<file path="config.mk">
export PLATFORM = sky130hd
export DESIGN_NAME = dsu_queue
export DESIGN_NICKNAME = d
export VERILOG_FILES = /design/src/sv/dsu_pkg.sv /design/src/sv/dsu_queue.sv
export SDC_FILE = /design/constraint.sdc
export NUM_CORES = 1
export LEC_CHECK = 0
export BUFFER_PORTS_ARGS = -buffer_cell sky130_fd_sc_hd__buf_4
export CAP_MARGIN = 10
export CORE_MARGIN = 2
export CORE_UTILIZATION = 46
export CTS_CLUSTER_SIZE = 14
export DETAILED_ROUTE_END_ITERATION = 6
export GPL_TIMING_DRIVEN = 0
export PLACE_DENSITY = 0.66
export REMOVE_ABC_BUFFERS = 1
export SLEW_MARGIN = 20
export SYNTH_ARGS = -nofsm -noshare
export SYNTH_HDL_FRONTEND = slang
export SYNTH_SLANG_ARGS = --single-unit
</file>
<file path="constraint.sdc">
create_clock -name clk -period 5.35 [get_ports clk]
set_clock_uncertainty 0.1 [all_clocks]
set_input_delay 1.07 -clock clk [delete_from_list [all_inputs] [get_ports clk]]
set_output_delay 1.07 -clock clk [all_outputs]
set_load 0.01 [all_outputs]
</file>
<file path="src/sv/dsu_pkg.sv">
// Shared types, constants and tables for the direction to shape uv block.
// No dependencies; every other file imports this package.
package dsu_pkg;

	localparam int UV_BITS_DEF     = 16;
	localparam int QUEUE_DEPTH_DEF = 4;

	localparam int COORD_W      = 16;
	localparam int MAG_W        = 17;
	localparam int SUM_W        = 32;
	localparam int CORDIC_W     = 34;
	localparam int ANG_W        = 34;
	localparam int CORDIC_STEPS = 30;
	localparam int SQRT_W       = 60;
	localparam int SQRT_STEPS   = 30;
	localparam int ROOT_W       = 30;
	localparam int QUOT_W       = 32;
	localparam int REM_W        = 19;
	localparam int Q_W          = 36;
	localparam int PC_W         = 33;

	localparam logic signed [ANG_W-1:0] ANG_HALF    = 34'sd2147483648;
	localparam logic signed [ANG_W-1:0] ANG_QUARTER = 34'sd1073741824;

	localparam logic [2:0] MODE_SPHERE = 3'd0;
	localparam logic [2:0] MODE_CUBE   = 3'd1;
	localparam logic [2:0] MODE_OCTA   = 3'd2;
	localparam logic [2:0] MODE_CYL    = 3'd3;
	localparam logic [2:0] MODE_HEX    = 3'd4;
	localparam logic [2:0] MODE_TRI    = 3'd5;

	typedef enum logic [2:0] {
		CLS_SPHERE,
		CLS_RATIO,
		CLS_CYL,
		CLS_HEX,
		CLS_TRI
	} class_t;

	typedef struct packed {
		class_t                    cls;
		logic                      centered;
		logic signed [COORD_W-1:0] x;
		logic signed [COORD_W-1:0] y;
		logic signed [COORD_W-1:0] z;
		logic [SUM_W-1:0]          sq_sum;
		logic                      neg_u;
		logic                      neg_v;
		logic [MAG_W-1:0]          mag_u;
		logic [MAG_W-1:0]          mag_v;
		logic [MAG_W-1:0]          den;
	} item_t;

	// arctan(2^-i) in binary angle units, 2^32 per turn
	function automatic logic signed [ANG_W-1:0] turn_angle(input int unsigned i);
		logic signed [ANG_W-1:0] a;
		unique case (i)
			0:  a = 34'sh020000000;
			1:  a = 34'sh012E4051D;
			2:  a = 34'sh009FB385B;
			3:  a = 34'sh0051111D4;
			4:  a = 34'sh0028B0D43;
			5:  a = 34'sh00145D7E1;
			6:  a = 34'sh000A2F61E;
			7:  a = 34'sh000517C55;
			8:  a = 34'sh00028BE53;
			9:  a = 34'sh000145F2E;
			10: a = 34'sh0000A2F98;
			11: a = 34'sh0000517CC;
			12: a = 34'sh000028BE6;
			13: a = 34'sh0000145F3;
			14: a = 34'sh00000A2F9;
			15: a = 34'sh00000517C;
			16: a = 34'sh0000028BE;
			17: a = 34'sh00000145F;
			18: a = 34'sh000000A2F;
			19: a = 34'sh000000517;
			20: a = 34'sh00000028B;
			21: a = 34'sh000000145;
			22: a = 34'sh0000000A2;
			23: a = 34'sh000000051;
			24: a = 34'sh000000028;
			25: a = 34'sh000000014;
			26: a = 34'sh00000000A;
			27: a = 34'sh000000005;
			28: a = 34'sh000000002;
			29: a = 34'sh000000001;
			default: a = '0;
		endcase
		return a;
	endfunction

	// Q0.32 center of sector k for six (hex) or three (triangle) sectors
	function automatic logic [PC_W-1:0] prism_center(input logic tri_sel, input logic [2:0] k);
		logic [PC_W-1:0] c;
		if (tri_sel) begin
			unique case (k)
				3'd0:    c = 33'd715827883;
				3'd1:    c = 33'd2147483648;
				default: c = 33'd3579139413;
			endcase
		end else begin
			unique case (k)
				3'd0:    c = 33'd357913941;
				3'd1:    c = 33'd1073741824;
				3'd2:    c = 33'd1789569707;
				3'd3:    c = 33'd2505397589;
				3'd4:    c = 33'd3221225472;
				default: c = 33'd3937053355;
			endcase
		end
		return c;
	endfunction

endpackage

</file>
<file path="src/sv/dsu_queue.sv">
// Short register queue that decouples the front end from the back end.
// Depends on dsu_pkg for item_t.
module dsu_queue import dsu_pkg::*; #(
	parameter int DEPTH = QUEUE_DEPTH_DEF
) (
	input  logic  clk,
	input  logic  arst_n,
	input  logic  push,
	input  item_t push_item,
	output logic  full,
	input  logic  pop,
	output logic  nonempty,
	output item_t head
);

	localparam int PTR_W = (DEPTH > 1) ? $clog2(DEPTH) : 1;
	localparam int CNT_W = $clog2(DEPTH + 1);

	item_t entry_q [DEPTH];
	logic [PTR_W-1:0] wr_ptr_q, rd_ptr_q;
	logic [CNT_W-1:0] cnt_q;

	assign full     = (cnt_q == CNT_W'(DEPTH));
	assign nonempty = (cnt_q != '0);
	assign head     = entry_q[rd_ptr_q];

	always_ff @(posedge clk) begin
		if (push) begin
			entry_q[wr_ptr_q] <= push_item;
		end
	end

	always_ff @(posedge clk or negedge arst_n) begin
		if (!arst_n) begin
			wr_ptr_q <= '0;
			rd_ptr_q <= '0;
			cnt_q    <= '0;
		end else begin
			if (push) begin
				wr_ptr_q <= (wr_ptr_q == PTR_W'(DEPTH - 1)) ? '0 : wr_ptr_q + 1'b1;
			end
			if (pop) begin
				rd_ptr_q <= (rd_ptr_q == PTR_W'(DEPTH - 1)) ? '0 : rd_ptr_q + 1'b1;
			end
			if (push && !pop) begin
				cnt_q <= cnt_q + 1'b1;
			end else if (pop && !push) begin
				cnt_q <= cnt_q - 1'b1;
			end
		end
	end

endmodule

</file>
==> results.json <==
{
  "cp-start-kind": "flip-flop",
  "power.density_mw_per_mm2": 542,
  "track_usage_pct": 16.9,
  "die_h_um": 214,
  "root_buffer": "clkbuf_16",
  "status": "finished, final reports clean",
  "cp-end-kind": "output port",
  "core_mm2": 0.0432,
  "remaining_drc_errors": 0,
  "ys_seq_elements": 555,
  "maxSlewHeadroom_pct": 61.4,
  "fin_util_pct": 57.9,
  "fin_crit_ns": 3.96,
  "syn-instance-count": 753,
  "ant_nets": 0,
  "ys_seq_area_share_pct": 82.3,
  "hold_viol_final": 0,
  "synth_top_area_share_pct": 81.5,
  "required_ns": 4.18,
  "synth-compound-area-share_pct": 0.0496,
  "synth-simple-area-share_pct": 0.285,
  "postCtsHoldBufs": 0,
  "drt_iter0_drc": 518,
  "final_common_cell": "edfxtp_1",
  "synth_top_family_by_area": "multiplexers",
  "cts_made_buffers": 56,
  "cpLargestDelayFamily": "buffers and inverters",
  "grt_pass1_vias": 9614,
  "fp-row-count": 76,
  "max_stage_delay_ns": 0.78,
  "layout.cells.most_common_list": "edfxtp_1 (548), buf_4 (279), mux4_2 (137), clkbuf_16 (57), clkinv_1 (14)",
  "critPathMostFrequentCell": "buf_16",
  "vias": 8902,
  "h-tree-depth": 2,
  "yosys_warnings": 0,
  "hp-class": "in -> async",
  "worstPathCellList": "buf_16 > buf_16 > mux4_2 > buf_4",
  "crit_buf_inv": 3,
  "die_area_mm2": 0.0456,
  "cts_tree": "yes",
  "path_clk_slew_ns": 0.06,
  "synth-adder-area-share_pct": 0.471,
  "critPathKind": "reg -> out",
  "synth_xor_xnor_area_share_pct": 0.130,
  "finalSetupViolCount": 0,
  "synth_area_leaders": "edfxtp_1 (81%), mux4_2 (15%), dfrtp_1 (0.87%)",
  "yosys.area.top_type": "edfxtp_1",
  "first_pass_iters": 4,
  "finalWirelength_um": 37900,
  "grt_start_max_net_pins": 45,
  "cts_buffer_depth": 3,
  "cts_sinks": 555,
  "cap_violations": 0,
  "rsz0062_at_grt": "no",
  "grt_first_pass_wirelength_um": 57200,
  "die_x_um": 214,
  "fin_worst_hold_slack_ns": 0.186,
  "synth_cell_type_count": 19,
  "io_pins": 280,
  "max_freq_mhz": 253,
  "routabilityCongestion": 0.680,
  "clk_latency_ns": 0.57,
  "worstMarginPinSlew_ns": 0.578,
  "drive_gt1_share_pct": 46.5,
  "overflow": 0,
  "slowest_stage": "dfrtp_4",
  "fin_nets": 1227,
  "crit_path_max_fanout": 33,
  "slew_viol_final": 0,
  "io_buffers": 279,
  "antenna_found_initial": 0,
  "initial_core_util_pct": 46.8,
  "setup_tns_ns": 0,
  "wl_per_cell_um": 22.2,
  "cts-resized-gates": 0,
  "post_cts_buffers": 0,
  "synth_mux_area_share_pct": 15.4,
  "via_per_inst": 5.21,
  "cp.arrival_ns": 2.79,
  "synth_area_per_cell_um2": 26.8,
  "netlist_area_mm2": 0.0202,
  "period_share_pct": 73.9,
  "post-dp-hpwl_um": 23000,
  "p_leak_nw": 8.50,
  "syn_to_final_growth_pct": 23.8,
  "ir_worst_vdd_mv": 0.316
}
==> synth_stat cells <==
library cell	number
buf_4	1
mux4_2	137
nor2_1	3
dfrtp_1	7
or3_1	1
o21ai_0	2
edfxtp_1	548
xnor2_1	1
and2_1	4
buf_6	14
nor3b_1	1
nand2_1	2
fa_1	1
inv_1	4
xor2_1	2
clkbuf_1	2
mux2_2	3
ha_1	6
buf_2	14
==> power breakdown <==
group          internal (mW)  total [mW]  switching (mW)
Clock                   2.10        3.62            1.52
Combinational           2.15        4.12            1.96
Sequential              5.57        5.81           0.240
==> per-layer routing <==
metal	vias up	routed length (µm)	track usage, %	part of all wire [%]
met5	-	0	0	0
met4	0	694	5.48	1.8
met3	46	3200	5.68	8.4
met2	253	18800	26.9	50
met1	4669	15200	22.1	40
li1	3934	-	-	-
==> logic make-up (layout without fill, tap and decap cells) <==
family                   after synthesis  after routing
flip-flops                           555            555
multiplexers                         140            140
buffers and inverters                 35            404
AND/OR/NAND/NOR                       11             11
adder cells (fa/ha/maj)                7              7
XOR/XNOR                               3              3
AO/OA/AOI/OAI                          2              2
other                                  0              1
==> cell type report <==
cell class / instances / area (µm²)
Clock buffer: 72 / 1530
Antenna cell: 1 / 2.50
Inverter: 4 / 15.0
Multi-Input combinational cell: 163 / 3320
Tap cell: 585 / 732
Sequential cell: 555 / 16600
Timing Repair Buffer: 299 / 2570
Fill cell: 3187 / 18200
Clock inverter: 29 / 193
==> registers in the layout (all words and copies together) (netlist names) <==
signal    cells
rd_ptr_q      2
entry_q     548
cnt_q         3
wr_ptr_q      2
==> per-stage QoR <==
step / instance area [µm²] / setup WS [ns] / total power [mW] / instances
floorplan: 20000 / -1.82 / 8.43 / 722
global placement: 22800 / -4.66 / 10.1 / 1586
detailed placement: 23300 / 1.93 / 10.1 / 1606
CTS: 25000 / 1.29 / 13.8 / 1707
global route: 25000 / 1.19 / 14.2 / 1707
finish: 25000 / 1.39 / 13.5 / 1708
==> final timing paths <==
path	start	endpoint	slack [ns]	depth (start not counted)
worst max-delay path	rd_ptr_q[0]$_DFFE_PN0P_	head[24]	1.39	4
worst min-delay path	arst_n	cnt_q[0]$_DFFE_PN0P_	0.19	1
worst max register to register	wr_ptr_q[1]$_DFFE_PN0P_	entry_q[1][30]$_DFFE_PP_	3.09	6
worst min register to register	cnt_q[2]$_DFFE_PN0P_	cnt_q[2]$_DFFE_PN0P_	0.40	1
max in group asynchronous	arst_n	rd_ptr_q[1]$_DFFE_PN0P_	4.82	1
min in group clk	cnt_q[2]$_DFFE_PN0P_	cnt_q[2]$_DFFE_PN0P_	0.40	1
No activity file was read; power rests on OpenSTA's default activity.
